`config.mk`:
```
export PLATFORM = sky130hd
export DESIGN_NAME = jacobian_adjugate_minmax_top
export DESIGN_NICKNAME = d
export VERILOG_FILES = /design/src/design/jam_pkg.sv /design/src/design/jam_ctrl.sv /design/src/design/jam_dpath.sv /design/src/design/jacobian_adjugate_minmax_top.sv
export VERILOG_INCLUDE_DIRS = /design/src /design/src/design
export SDC_FILE = /design/constraint.sdc
export NUM_CORES = 2
export LEC_CHECK = 0
export BUFFER_PORTS_ARGS = -buffer_cell sky130_fd_sc_hd__buf_4
export CORE_MARGIN = 2
export CORE_UTILIZATION = 53
export DETAILED_ROUTE_END_ITERATION = 10
export GPL_TIMING_DRIVEN = 1
export HOLD_SLACK_MARGIN = 0.03
export PLACE_DENSITY = 0.73
export SLEW_MARGIN = 20
export SYNTH_ARGS = -nofsm -noshare
export SYNTH_HDL_FRONTEND = slang
export SYNTH_SLANG_ARGS = --single-unit
```
`constraint.sdc`:
```
create_clock -name clk -period 27.1 [get_ports clk]
set_input_delay 6.775 -clock clk [delete_from_list [all_inputs] [get_ports clk]]
set_output_delay 6.775 -clock clk [all_outputs]
set_load 0.01 [all_outputs]
```
`src/design/assert_macros.svh`:
```
// assertion macros for the top-level design file
`ifndef ASSERT_MACROS_SVH
`define ASSERT_MACROS_SVH

// same-cycle implication, disabled during reset
`define CHK_IMPLIES(label, ck, rs, ante, cons, msg) \
  label: assert property (@(posedge ck) disable iff (rs) (ante) |-> (cons)) \
    else $error(msg);

// next-cycle implication, disabled during reset
`define CHK_NEXT(label, ck, rs, ante, cons, msg) \
  label: assert property (@(posedge ck) disable iff (rs) (ante) |=> (cons)) \
    else $error(msg);

`endif

```
`src/design/jam_pkg.sv`:
```
// shared types and constants for the jacobian adjugate block
package jam_pkg;

  localparam int IN_W   = 24;
  localparam int DET_W  = 48;
  localparam int ADJ_W  = 40;
  localparam int DIM_W  = 2;
  localparam int DATA_W = 32;
  localparam int ADDR_W = 3;
  localparam int STEP_W = 5;
  localparam int NUM_ADJ = 9;

  // product schedule: two products per adjugate term, then two per determinant term
  localparam logic [STEP_W-1:0] CROSS_STEPS   = 5'd18;
  localparam logic [STEP_W-1:0] STEP_LAST_3D  = 5'd23;
  localparam logic [STEP_W-1:0] STEP_FIRST_2D = 5'd16;
  localparam logic [STEP_W-1:0] STEP_LAST_2D  = 5'd17;

  localparam logic [DIM_W-1:0] DIM_RESET  = 2'd3;
  localparam logic [DIM_W-1:0] DIM_PLANAR = 2'd2;
  localparam logic             REG_DIM    = 1'b0;

  localparam logic signed [DET_W-1:0] DET_MAX = 48'sh7FFF_FFFF_FFFF;
  localparam logic signed [DET_W-1:0] DET_MIN = 48'sh8000_0000_0000;
  localparam logic signed [ADJ_W-1:0] ADJ_MAX = 40'sh7F_FFFF_FFFF;
  localparam logic signed [ADJ_W-1:0] ADJ_MIN = 40'sh80_0000_0000;

  typedef enum logic [1:0] {
    ST_IDLE,
    ST_MUL,
    ST_DRAIN,
    ST_DONE
  } jam_state_t;

  typedef struct packed {
    logic              capture;
    logic              mul_en;
    logic [STEP_W-1:0] step;
    logic              planar;
    logic              load;
  } jam_cmd_t;

endpackage

```
`src/design/jam_ctrl.sv`:
```
// sequencer that steps the shared multiplier through one point
module jam_ctrl (
  input  logic              clk,
  input  logic              rst,
  input  logic              pt_valid,
  output logic              pt_stall,
  output logic              res_valid,
  input  logic              res_stall,
  input  logic              planar,
  output jam_pkg::jam_cmd_t cmd
);

  jam_pkg::jam_state_t state, state_next;
  logic [jam_pkg::STEP_W-1:0] step, step_next;
  logic planar_mode, planar_mode_next;
  logic res_valid_next;
  logic [jam_pkg::STEP_W-1:0] last_step;

  always_ff @(posedge clk) begin
    if (rst) begin
      state       <= jam_pkg::ST_IDLE;
      step        <= '0;
      planar_mode <= 1'b0;
      res_valid   <= 1'b0;
    end else begin
      state       <= state_next;
      step        <= step_next;
      planar_mode <= planar_mode_next;
      res_valid   <= res_valid_next;
    end
  end

  assign last_step = planar_mode ? jam_pkg::STEP_LAST_2D : jam_pkg::STEP_LAST_3D;
  assign pt_stall  = (state != jam_pkg::ST_IDLE);

  always_comb begin
    state_next       = state;
    step_next        = step;
    planar_mode_next = planar_mode;
    cmd              = '0;
    cmd.step         = step;
    cmd.planar       = planar_mode;
    case (state)
      jam_pkg::ST_IDLE: begin
        if (pt_valid) begin
          cmd.capture      = 1'b1;
          planar_mode_next = planar;
          step_next        = planar ? jam_pkg::STEP_FIRST_2D : '0;
          state_next       = jam_pkg::ST_MUL;
        end
      end
      jam_pkg::ST_MUL: begin
        cmd.mul_en = 1'b1;
        if (step == last_step) begin
          state_next = jam_pkg::ST_DRAIN;
        end else begin
          step_next = step + 1'b1;
        end
      end
      jam_pkg::ST_DRAIN: begin
        state_next = jam_pkg::ST_DONE;
      end
      jam_pkg::ST_DONE: begin
        if (!res_valid || !res_stall) begin
          cmd.load   = 1'b1;
          state_next = jam_pkg::ST_IDLE;
        end
      end
      default: begin
        state_next = jam_pkg::ST_IDLE;
      end
    endcase
    res_valid_next = cmd.load | (res_valid & res_stall);
  end

endmodule

```
`src/design/jam_dpath.sv`:
```
// operand registers, shared multiplier, accumulators, min/max and result registers
module jam_dpath #(
  parameter int FRAC_BITS = 16
) (
  input  logic                                clk,
  input  logic                                rst,
  input  jam_pkg::jam_cmd_t                   cmd,
  input  logic signed [jam_pkg::IN_W-1:0]     dx_dr,
  input  logic signed [jam_pkg::IN_W-1:0]     dy_dr,
  input  logic signed [jam_pkg::IN_W-1:0]     dz_dr,
  input  logic signed [jam_pkg::IN_W-1:0]     dx_ds,
  input  logic signed [jam_pkg::IN_W-1:0]     dy_ds,
  input  logic signed [jam_pkg::IN_W-1:0]     dz_ds,
  input  logic signed [jam_pkg::IN_W-1:0]     dx_dt,
  input  logic signed [jam_pkg::IN_W-1:0]     dy_dt,
  input  logic signed [jam_pkg::IN_W-1:0]     dz_dt,
  input  logic                                first_point,
  input  logic                                is_padding,
  output logic signed [jam_pkg::DET_W-1:0]    determinant,
  output logic signed [jam_pkg::ADJ_W-1:0]    adj_r_x,
  output logic signed [jam_pkg::ADJ_W-1:0]    adj_s_x,
  output logic signed [jam_pkg::ADJ_W-1:0]    adj_t_x,
  output logic signed [jam_pkg::ADJ_W-1:0]    adj_r_y,
  output logic signed [jam_pkg::ADJ_W-1:0]    adj_s_y,
  output logic signed [jam_pkg::ADJ_W-1:0]    adj_t_y,
  output logic signed [jam_pkg::ADJ_W-1:0]    adj_r_z,
  output logic signed [jam_pkg::ADJ_W-1:0]    adj_s_z,
  output logic signed [jam_pkg::ADJ_W-1:0]    adj_t_z,
  output logic signed [jam_pkg::DET_W-1:0]    running_min,
  output logic signed [jam_pkg::DET_W-1:0]    running_max
);

  localparam int IW      = jam_pkg::IN_W;
  localparam int OP_W    = IW + 1;
  localparam int MUL_W   = 2 * OP_W;
  localparam int DIFF_W  = MUL_W + 1;
  localparam int CROSS_W = 2 * IW + 1;
  localparam int AW      = CROSS_W - FRAC_BITS;
  localparam int PW      = IW + AW;
  localparam int DW      = PW - FRAC_BITS + 2;
  localparam int DAW     = (DW > jam_pkg::DET_W) ? DW : jam_pkg::DET_W + 1;
  localparam int AAW     = (AW > jam_pkg::ADJ_W) ? AW : jam_pkg::ADJ_W + 1;

  logic signed [IW-1:0] xr, yr, zr, xs, ys, zs, xt, yt, zt;
  logic pt_first, pt_pad;

  logic signed [IW-1:0]    op_a;
  logic signed [OP_W-1:0]  op_b;
  logic signed [MUL_W-1:0] p;
  logic signed [MUL_W-1:0] acc;
  logic                    acc_en;
  logic [jam_pkg::STEP_W-1:0] step_d;
  logic                    planar_d;

  logic signed [AW-1:0]  adj [jam_pkg::NUM_ADJ];
  logic signed [DAW-1:0] det_acc;

  logic signed [DIFF_W-1:0] diff;
  logic signed [DIFF_W-1:0] diff_q;
  logic signed [PW-1:0]     xprod;
  logic signed [PW-1:0]     xprod_q;
  logic signed [DAW-1:0]    term;

  logic signed [jam_pkg::DET_W-1:0] det_sat;
  logic signed [jam_pkg::ADJ_W-1:0] adj_res [jam_pkg::NUM_ADJ];
  logic signed [AAW-1:0]            adj_wide;
  logic signed [jam_pkg::DET_W-1:0] min_so_far, max_so_far;
  logic signed [jam_pkg::DET_W-1:0] min_next, max_next;

  // point capture
  always_ff @(posedge clk) begin
    if (cmd.capture) begin
      xr       <= dx_dr;
      yr       <= dy_dr;
      zr       <= dz_dr;
      xs       <= dx_ds;
      ys       <= dy_ds;
      zs       <= dz_ds;
      xt       <= dx_dt;
      yt       <= dy_dt;
      zt       <= dz_dt;
      pt_first <= first_point;
      pt_pad   <= is_padding;
    end
  end

  // operand schedule: cross products of the adjugate, then split det products
  always_comb begin
    op_a = '0;
    op_b = '0;
    case (cmd.step)
      5'd0:  begin op_a = ys; op_b = OP_W'(zt); end
      5'd1:  begin op_a = zs; op_b = OP_W'(yt); end
      5'd2:  begin op_a = zr; op_b = OP_W'(yt); end
      5'd3:  begin op_a = yr; op_b = OP_W'(zt); end
      5'd4:  begin op_a = yr; op_b = OP_W'(zs); end
      5'd5:  begin op_a = zr; op_b = OP_W'(ys); end
      5'd6:  begin op_a = zs; op_b = OP_W'(xt); end
      5'd7:  begin op_a = xs; op_b = OP_W'(zt); end
      5'd8:  begin op_a = xr; op_b = OP_W'(zt); end
      5'd9:  begin op_a = zr; op_b = OP_W'(xt); end
      5'd10: begin op_a = zr; op_b = OP_W'(xs); end
      5'd11: begin op_a = xr; op_b = OP_W'(zs); end
      5'd12: begin op_a = xs; op_b = OP_W'(yt); end
      5'd13: begin op_a = ys; op_b = OP_W'(xt); end
      5'd14: begin op_a = yr; op_b = OP_W'(xt); end
      5'd15: begin op_a = xr; op_b = OP_W'(yt); end
      5'd16: begin op_a = xr; op_b = OP_W'(ys); end
      5'd17: begin op_a = yr; op_b = OP_W'(xs); end
      5'd18: begin op_a = xr; op_b = OP_W'($signed(adj[0][AW-1:IW])); end
      5'd19: begin op_a = xr; op_b = OP_W'({1'b0, adj[0][IW-1:0]}); end
      5'd20: begin op_a = xs; op_b = OP_W'($signed(adj[1][AW-1:IW])); end
      5'd21: begin op_a = xs; op_b = OP_W'({1'b0, adj[1][IW-1:0]}); end
      5'd22: begin op_a = xt; op_b = OP_W'($signed(adj[2][AW-1:IW])); end
      5'd23: begin op_a = xt; op_b = OP_W'({1'b0, adj[2][IW-1:0]}); end
      default: begin op_a = '0; op_b = '0; end
    endcase
  end

  // multiply stage
  always_ff @(posedge clk) begin
    if (rst) begin
      acc_en <= 1'b0;
    end else begin
      acc_en <= cmd.mul_en;
    end
  end

  always_ff @(posedge clk) begin
    step_d   <= cmd.step;
    planar_d <= cmd.planar;
    if (cmd.mul_en) begin
      p <= MUL_W'(op_a) * MUL_W'(op_b);
    end
  end

  // accumulate stage
  assign diff    = DIFF_W'(acc) - DIFF_W'(p);
  assign diff_q  = diff >>> FRAC_BITS;
  assign xprod   = (PW'(acc) <<< IW) + PW'(p);
  assign xprod_q = xprod >>> FRAC_BITS;
  assign term    = DAW'(xprod_q);

  always_ff @(posedge clk) begin
    if (cmd.capture) begin
      det_acc <= '0;
    end else if (acc_en) begin
      if (!step_d[0]) begin
        acc <= p;
      end else if (step_d < jam_pkg::CROSS_STEPS) begin
        if (planar_d) begin
          det_acc <= DAW'(diff_q);
        end else begin
          adj[step_d[jam_pkg::STEP_W-1:1]] <= AW'(diff_q);
        end
      end else begin
        det_acc <= det_acc + term;
      end
    end
  end

  // saturation and result selection
  always_comb begin
    if (det_acc > DAW'(jam_pkg::DET_MAX)) begin
      det_sat = jam_pkg::DET_MAX;
    end else if (det_acc < DAW'(jam_pkg::DET_MIN)) begin
      det_sat = jam_pkg::DET_MIN;
    end else begin
      det_sat = jam_pkg::DET_W'(det_acc);
    end
  end

  always_comb begin
    adj_wide = '0;
    for (int k = 0; k < jam_pkg::NUM_ADJ; k++) begin
      adj_wide = AAW'(adj[k]);
      if (cmd.planar) begin
        adj_res[k] = '0;
      end else if (adj_wide > AAW'(jam_pkg::ADJ_MAX)) begin
        adj_res[k] = jam_pkg::ADJ_MAX;
      end else if (adj_wide < AAW'(jam_pkg::ADJ_MIN)) begin
        adj_res[k] = jam_pkg::ADJ_MIN;
      end else begin
        adj_res[k] = jam_pkg::ADJ_W'(adj_wide);
      end
    end
    // planar terms come straight from the inputs
    if (cmd.planar) begin
      adj_res[0] = jam_pkg::ADJ_W'(ys);
      adj_res[1] = -jam_pkg::ADJ_W'(yr);
      adj_res[3] = -jam_pkg::ADJ_W'(xs);
      adj_res[4] = jam_pkg::ADJ_W'(xr);
    end
  end

  always_comb begin
    min_next = min_so_far;
    max_next = max_so_far;
    if (!pt_pad) begin
      if (pt_first) begin
        min_next = det_sat;
        max_next = det_sat;
      end else begin
        if (det_sat < min_so_far) min_next = det_sat;
        if (det_sat > max_so_far) max_next = det_sat;
      end
    end
  end

  always_ff @(posedge clk) begin
    if (rst) begin
      min_so_far <= '0;
      max_so_far <= '0;
    end else if (cmd.load) begin
      min_so_far <= min_next;
      max_so_far <= max_next;
    end
  end

  // result register
  always_ff @(posedge clk) begin
    if (cmd.load) begin
      determinant <= det_sat;
      adj_r_x     <= adj_res[0];
      adj_s_x     <= adj_res[1];
      adj_t_x     <= adj_res[2];
      adj_r_y     <= adj_res[3];
      adj_s_y     <= adj_res[4];
      adj_t_y     <= adj_res[5];
      adj_r_z     <= adj_res[6];
      adj_s_z     <= adj_res[7];
      adj_t_z     <= adj_res[8];
      running_min <= min_next;
      running_max <= max_next;
    end
  end

endmodule

```
`src/design/jacobian_adjugate_minmax_top.sv`:
```
// top level: jacobian determinant, adjugate terms and running min/max of the determinant
// a new point is taken only once the result of the last one is loaded; the single
//   shared 24x25 multiplier forms the 24 (3-d) or 2 (planar) products in turn
// reset: synchronous active-high rst idles the sequencer, zeroes min/max, dimension to 3
`include "assert_macros.svh"

module jacobian_adjugate_minmax_top #(
  parameter int FRAC_BITS = 16
) (
  input  logic                                  clk,
  input  logic                                  rst,
  // configuration port
  input  logic                                  psel,
  input  logic                                  penable,
  input  logic                                  pwrite,
  input  logic [jam_pkg::ADDR_W-1:0]            paddr,
  input  logic [jam_pkg::DATA_W-1:0]            pwdata,
  output logic [jam_pkg::DATA_W-1:0]            prdata,
  output logic                                  pready,
  // point channel
  input  logic                                  pt_valid,
  output logic                                  pt_stall,
  input  logic signed [jam_pkg::IN_W-1:0]       dx_dr,
  input  logic signed [jam_pkg::IN_W-1:0]       dy_dr,
  input  logic signed [jam_pkg::IN_W-1:0]       dz_dr,
  input  logic signed [jam_pkg::IN_W-1:0]       dx_ds,
  input  logic signed [jam_pkg::IN_W-1:0]       dy_ds,
  input  logic signed [jam_pkg::IN_W-1:0]       dz_ds,
  input  logic signed [jam_pkg::IN_W-1:0]       dx_dt,
  input  logic signed [jam_pkg::IN_W-1:0]       dy_dt,
  input  logic signed [jam_pkg::IN_W-1:0]       dz_dt,
  input  logic                                  first_point,
  input  logic                                  is_padding,
  // result channel
  output logic                                  res_valid,
  input  logic                                  res_stall,
  output logic signed [jam_pkg::DET_W-1:0]      determinant,
  output logic signed [jam_pkg::ADJ_W-1:0]      adj_r_x,
  output logic signed [jam_pkg::ADJ_W-1:0]      adj_s_x,
  output logic signed [jam_pkg::ADJ_W-1:0]      adj_t_x,
  output logic signed [jam_pkg::ADJ_W-1:0]      adj_r_y,
  output logic signed [jam_pkg::ADJ_W-1:0]      adj_s_y,
  output logic signed [jam_pkg::ADJ_W-1:0]      adj_t_y,
  output logic signed [jam_pkg::ADJ_W-1:0]      adj_r_z,
  output logic signed [jam_pkg::ADJ_W-1:0]      adj_s_z,
  output logic signed [jam_pkg::ADJ_W-1:0]      adj_t_z,
  output logic signed [jam_pkg::DET_W-1:0]      running_min,
  output logic signed [jam_pkg::DET_W-1:0]      running_max
);

  logic [jam_pkg::DIM_W-1:0] dimension;
  logic                      cfg_write;
  logic                      planar;
  jam_pkg::jam_cmd_t         cmd;

  // register access: one register, selected when paddr[2] is zero, zero-wait transfers
  assign pready    = 1'b1;
  assign cfg_write = psel & penable & pwrite & pready;

  always_ff @(posedge clk) begin
    if (rst) begin
      dimension <= jam_pkg::DIM_RESET;
    end else if (cfg_write && paddr[2] == jam_pkg::REG_DIM) begin
      dimension <= pwdata[jam_pkg::DIM_W-1:0];
    end
  end

  assign prdata = (paddr[2] == jam_pkg::REG_DIM) ?
                  {{(jam_pkg::DATA_W - jam_pkg::DIM_W){1'b0}}, dimension} : '0;

  // dimension two picks planar terms, every other code runs the full 3x3 set
  assign planar = (dimension == jam_pkg::DIM_PLANAR);

  // sequencer: one point in flight, result held until the sink takes it
  jam_ctrl u_ctrl (
    .clk       (clk),
    .rst       (rst),
    .pt_valid  (pt_valid),
    .pt_stall  (pt_stall),
    .res_valid (res_valid),
    .res_stall (res_stall),
    .planar    (planar),
    .cmd       (cmd)
  );

  // datapath: shared multiplier, adjugate and determinant accumulation, min/max
  jam_dpath #(
    .FRAC_BITS (FRAC_BITS)
  ) u_dpath (
    .clk         (clk),
    .rst         (rst),
    .cmd         (cmd),
    .dx_dr       (dx_dr),
    .dy_dr       (dy_dr),
    .dz_dr       (dz_dr),
    .dx_ds       (dx_ds),
    .dy_ds       (dy_ds),
    .dz_ds       (dz_ds),
    .dx_dt       (dx_dt),
    .dy_dt       (dy_dt),
    .dz_dt       (dz_dt),
    .first_point (first_point),
    .is_padding  (is_padding),
    .determinant (determinant),
    .adj_r_x     (adj_r_x),
    .adj_s_x     (adj_s_x),
    .adj_t_x     (adj_t_x),
    .adj_r_y     (adj_r_y),
    .adj_s_y     (adj_s_y),
    .adj_t_y     (adj_t_y),
    .adj_r_z     (adj_r_z),
    .adj_s_z     (adj_s_z),
    .adj_t_z     (adj_t_z),
    .running_min (running_min),
    .running_max (running_max)
  );

  // a point transfer always starts a busy period
  `CHK_NEXT(a_busy_after_point, clk, rst, pt_valid && !pt_stall, pt_stall, "not busy after point")
  // a result only appears at the end of a busy period
  `CHK_IMPLIES(a_result_after_work, clk, rst, $rose(res_valid), $past(pt_stall), "result without work")
  // the running minimum never passes the running maximum
  `CHK_IMPLIES(a_min_le_max, clk, rst, res_valid, running_min <= running_max, "min above max")

endmodule

```
==> flow_metrics.env <==
export IMPL_drv_slew=0
export IMPL_core_rowCount=139
export IMPL_fin_nets=8801
export IMPL_tritoncts_num_buffers=130
export IMPL_io_buffers=735
export IMPL_maxCapViolCount=0
export IMPL_cts_htree_levels=4
export IMPL_period_needed_ns=13.92
export IMPL_finClkSkew_ns=0.0835
export IMPL_cp_data_arrival_time_ns=7.14
export IMPL_fraction_of_layout_instances_using_a_drive_strength_above_1=0.173
export IMPL_die_x_um=385
export IMPL_timing_critical_path_required_ns=20.32
export IMPL_yosys_most_used_dff="edfxtp_1"
export IMPL_rsz_0062_raised_after_global_routing="false"
export IMPL_post_synth_main_area_contributors="edfxtp_1 42%, fa_1 16%, ha_1 6.0%"
export IMPL_area_delta_synth_final_pct=16.3
export IMPL_crit_fanout=3
export IMPL_max_freq_ghz=0.0719
export IMPL_number_of_enable_type_register_cells_in_the_synthesized_netlist=1068
export IMPL_post_route_util=0.622
export IMPL_cts_path_max_buffers=3
export IMPL_flip_flop_and_latch_count_after_synthesis=1231
export IMPL_initial_antenna_violation_count=23
export IMPL_io_pin_count=799
export IMPL_final_period_utilization=0.514
export IMPL_drtAntennaViolNets=0
export IMPL_start_util=0.535
export IMPL_die_height_um=385
export IMPL_hold_viol_final=0
export IMPL_overflow=0
export IMPL_wire_per_inst_um=26.4
export IMPL_cts_sinks=1231
export IMPL_drt_first_pass_iters=11
export IMPL_clock_tree_from_tritoncts="built"
export IMPL_run_status="completed"
export IMPL_finalSetupTns_ns=0
export IMPL_root_buffer="clkbuf_16"
export IMPL_critical_path_class="input pin to output pin"
export IMPL_timing_final_setup_violations=0
export IMPL_clk_insertion_delay_late_ns=0.81
export IMPL_post_synth_num_cell_types=87
export IMPL_setup_worst_path_end_class="output pin"
export IMPL_cts_repair_resized=0
export IMPL_global_route_wire_length_before_repair_mm=365
export IMPL_grt_max_degree=169
export IMPL_grt_pass1_vias=55300
export IMPL_slew_headroom=0.173
export IMPL_layout_commonest_cell="edfxtp_1"
export IMPL_number_of_standard_cells_after_synthesis=6817
export IMPL_drt_initial_drc_count=7541
export IMPL_cts_setup_buffers=0
export IMPL_coreArea_um2=144000
export IMPL_tightest_slew_ns=1.23
export IMPL_worstHoldPathType="flip-flop to flip-flop"
export IMPL_totalWireLength_mm=252
export IMPL_synth_top_area_cell="edfxtp_1"
export IMPL_synthesis_area_um2=76900
export IMPL_regToRegSetupSlack_ns=15.93
export IMPL_dieArea_um2=148000
export IMPL_highest_count_cells_in_the_layout_ignoring_fill_and_taps="1068 x edfxtp_1, 966 x inv_1, 904 x buf_4"
export IMPL_detail_route_drc_violations=0
export IMPL_synth_sequential_area_ratio=0.459
export IMPL_dpl_hpwl_mm=190
export IMPL_clock_transition_at_the_register_clock_pins_on_the_worst_setup_and_hold_paths_after_cts_ns=0.06
export IMPL_via_count=56800
export IMPL_ctsHoldBuffers=0
export IMPL_start_kind="input pin"
export IMPL_ys_warnings_count=0
export IMPL_gr_usage_all_layers=0.341
export IMPL_avgSynthCellArea_um2=11.3
export IMPL_ffs_w_async_s_r_synth=0
export IMPL_yosysTopAreaCellShare=0.417
export IMPL_routabilityCongestion=1.03
export IMPL_via_per_inst=5.95
export IMPL_filler_cell_count=11300
-- cell usage after synthesis, drive strengths merged, types with 46 or more instances --
master	n
ha	370
nor2	388
xor2	57
buf	122
mux2	141
nand2	841
dfxtp	163
xnor2	126
nand4	50
a21o	123
nor2b	200
nor3	51
o21ai	281
nand3	76
a22oi	49
a21oi	276
a211oi	46
a222oi	64
fa	631
and2	56
inv	968
clkbuf	224
edfxtp	1068
mux2i	54
-- state kept, by name, indices dropped and copies added, names as in the netlist, 40 cells and up --
name and flops:
u_dpath.det_acc 49, u_dpath.adj 297, u_dpath.p 49, u_dpath.running_max 48, u_dpath.acc 49, u_dpath.min_so_far 48, u_dpath.adj_r_y 40, u_dpath.running_min 48
u_dpath.adj_s_x 40, u_dpath.max_so_far 48, u_dpath.determinant 48
-- path summary, 6_finish.rpt --
path,endpoint,start,cells past startpoint
setup / recovery,prdata[1],paddr[2],3
hold / removal,u_dpath.step_d[4]$_DFF_P_,u_ctrl.step[4]$_SDFFE_PP0P_,0
setup reg to reg,u_dpath.p[48]$_DFFE_PP_,u_ctrl.step[3]$_SDFFE_PP0P_,32
hold reg to reg,u_dpath.step_d[4]$_DFF_P_,u_ctrl.step[4]$_SDFFE_PP0P_,0
-- metal layers --
metal | GRT usage | up-vias | part of all wire
li1 | - | 24500 | -
met1 | 0.443 | 28000 | 0.36
met2 | 0.516 | 3709 | 0.44
met3 | 0.0973 | 667 | 0.13
met4 | 0.189 | 6 | 0.064
met5 | 0 | - | 0.00019
-- worst max-delay path, cell delays in order --
cell and delay, ns:
buf_4 0.12, nor2b_1 0.12, buf_4 0.13
-- kinds of logic (layout without fill, tap and decap cells) --
family                     count (synthesis)  in the layout  synth area share
AOI/OAI and AO/OA                       1082           1082            0.0922
xor gates and xnor gates                 184            184            0.0211
adders and majority gates               1001           1001             0.224
buffers and inverters                   1314           2108            0.0691
DFF                                     1231           1231             0.459
muxes                                    195            195            0.0277
other                                      2             45         0.0000976
and+or+nand+nor                         1808           1808             0.106
-- metrics by stage --
step | std cells | hold WS, ns | setup WS [ns] | cell area [um^2]
finish | 9557 | 0.367 | 13.18 | 89400
global route | 9550 | 0.376 | 13.14 | 89400
CTS | 9541 | 0.371 | 13.20 | 89300
detailed placement | 9309 | 0.361 | 13.19 | 85000
global placement | 9308 | 0.361 | 13.21 | 85000
floorplan | 6846 | 0.329 | 7.01 | 77000
-- cell type report --
cell class                 instances  area (um^2)  share of cell area
timing repair buffer             908         6890              0.0770
clock buffer                     160         3390              0.0379
multi-input combinational       4301        36800               0.412
inverter                         968         3650              0.0408
antenna                           14         35.0            0.000392
clock inverter                    72          920              0.0103
sequential                      1231        35300               0.395
tap                             1903         2380              0.0266
Power is left out: the tool's default activity adds up to more than one toggle a clock period on the data nets, which glitch-free logic cannot reach.
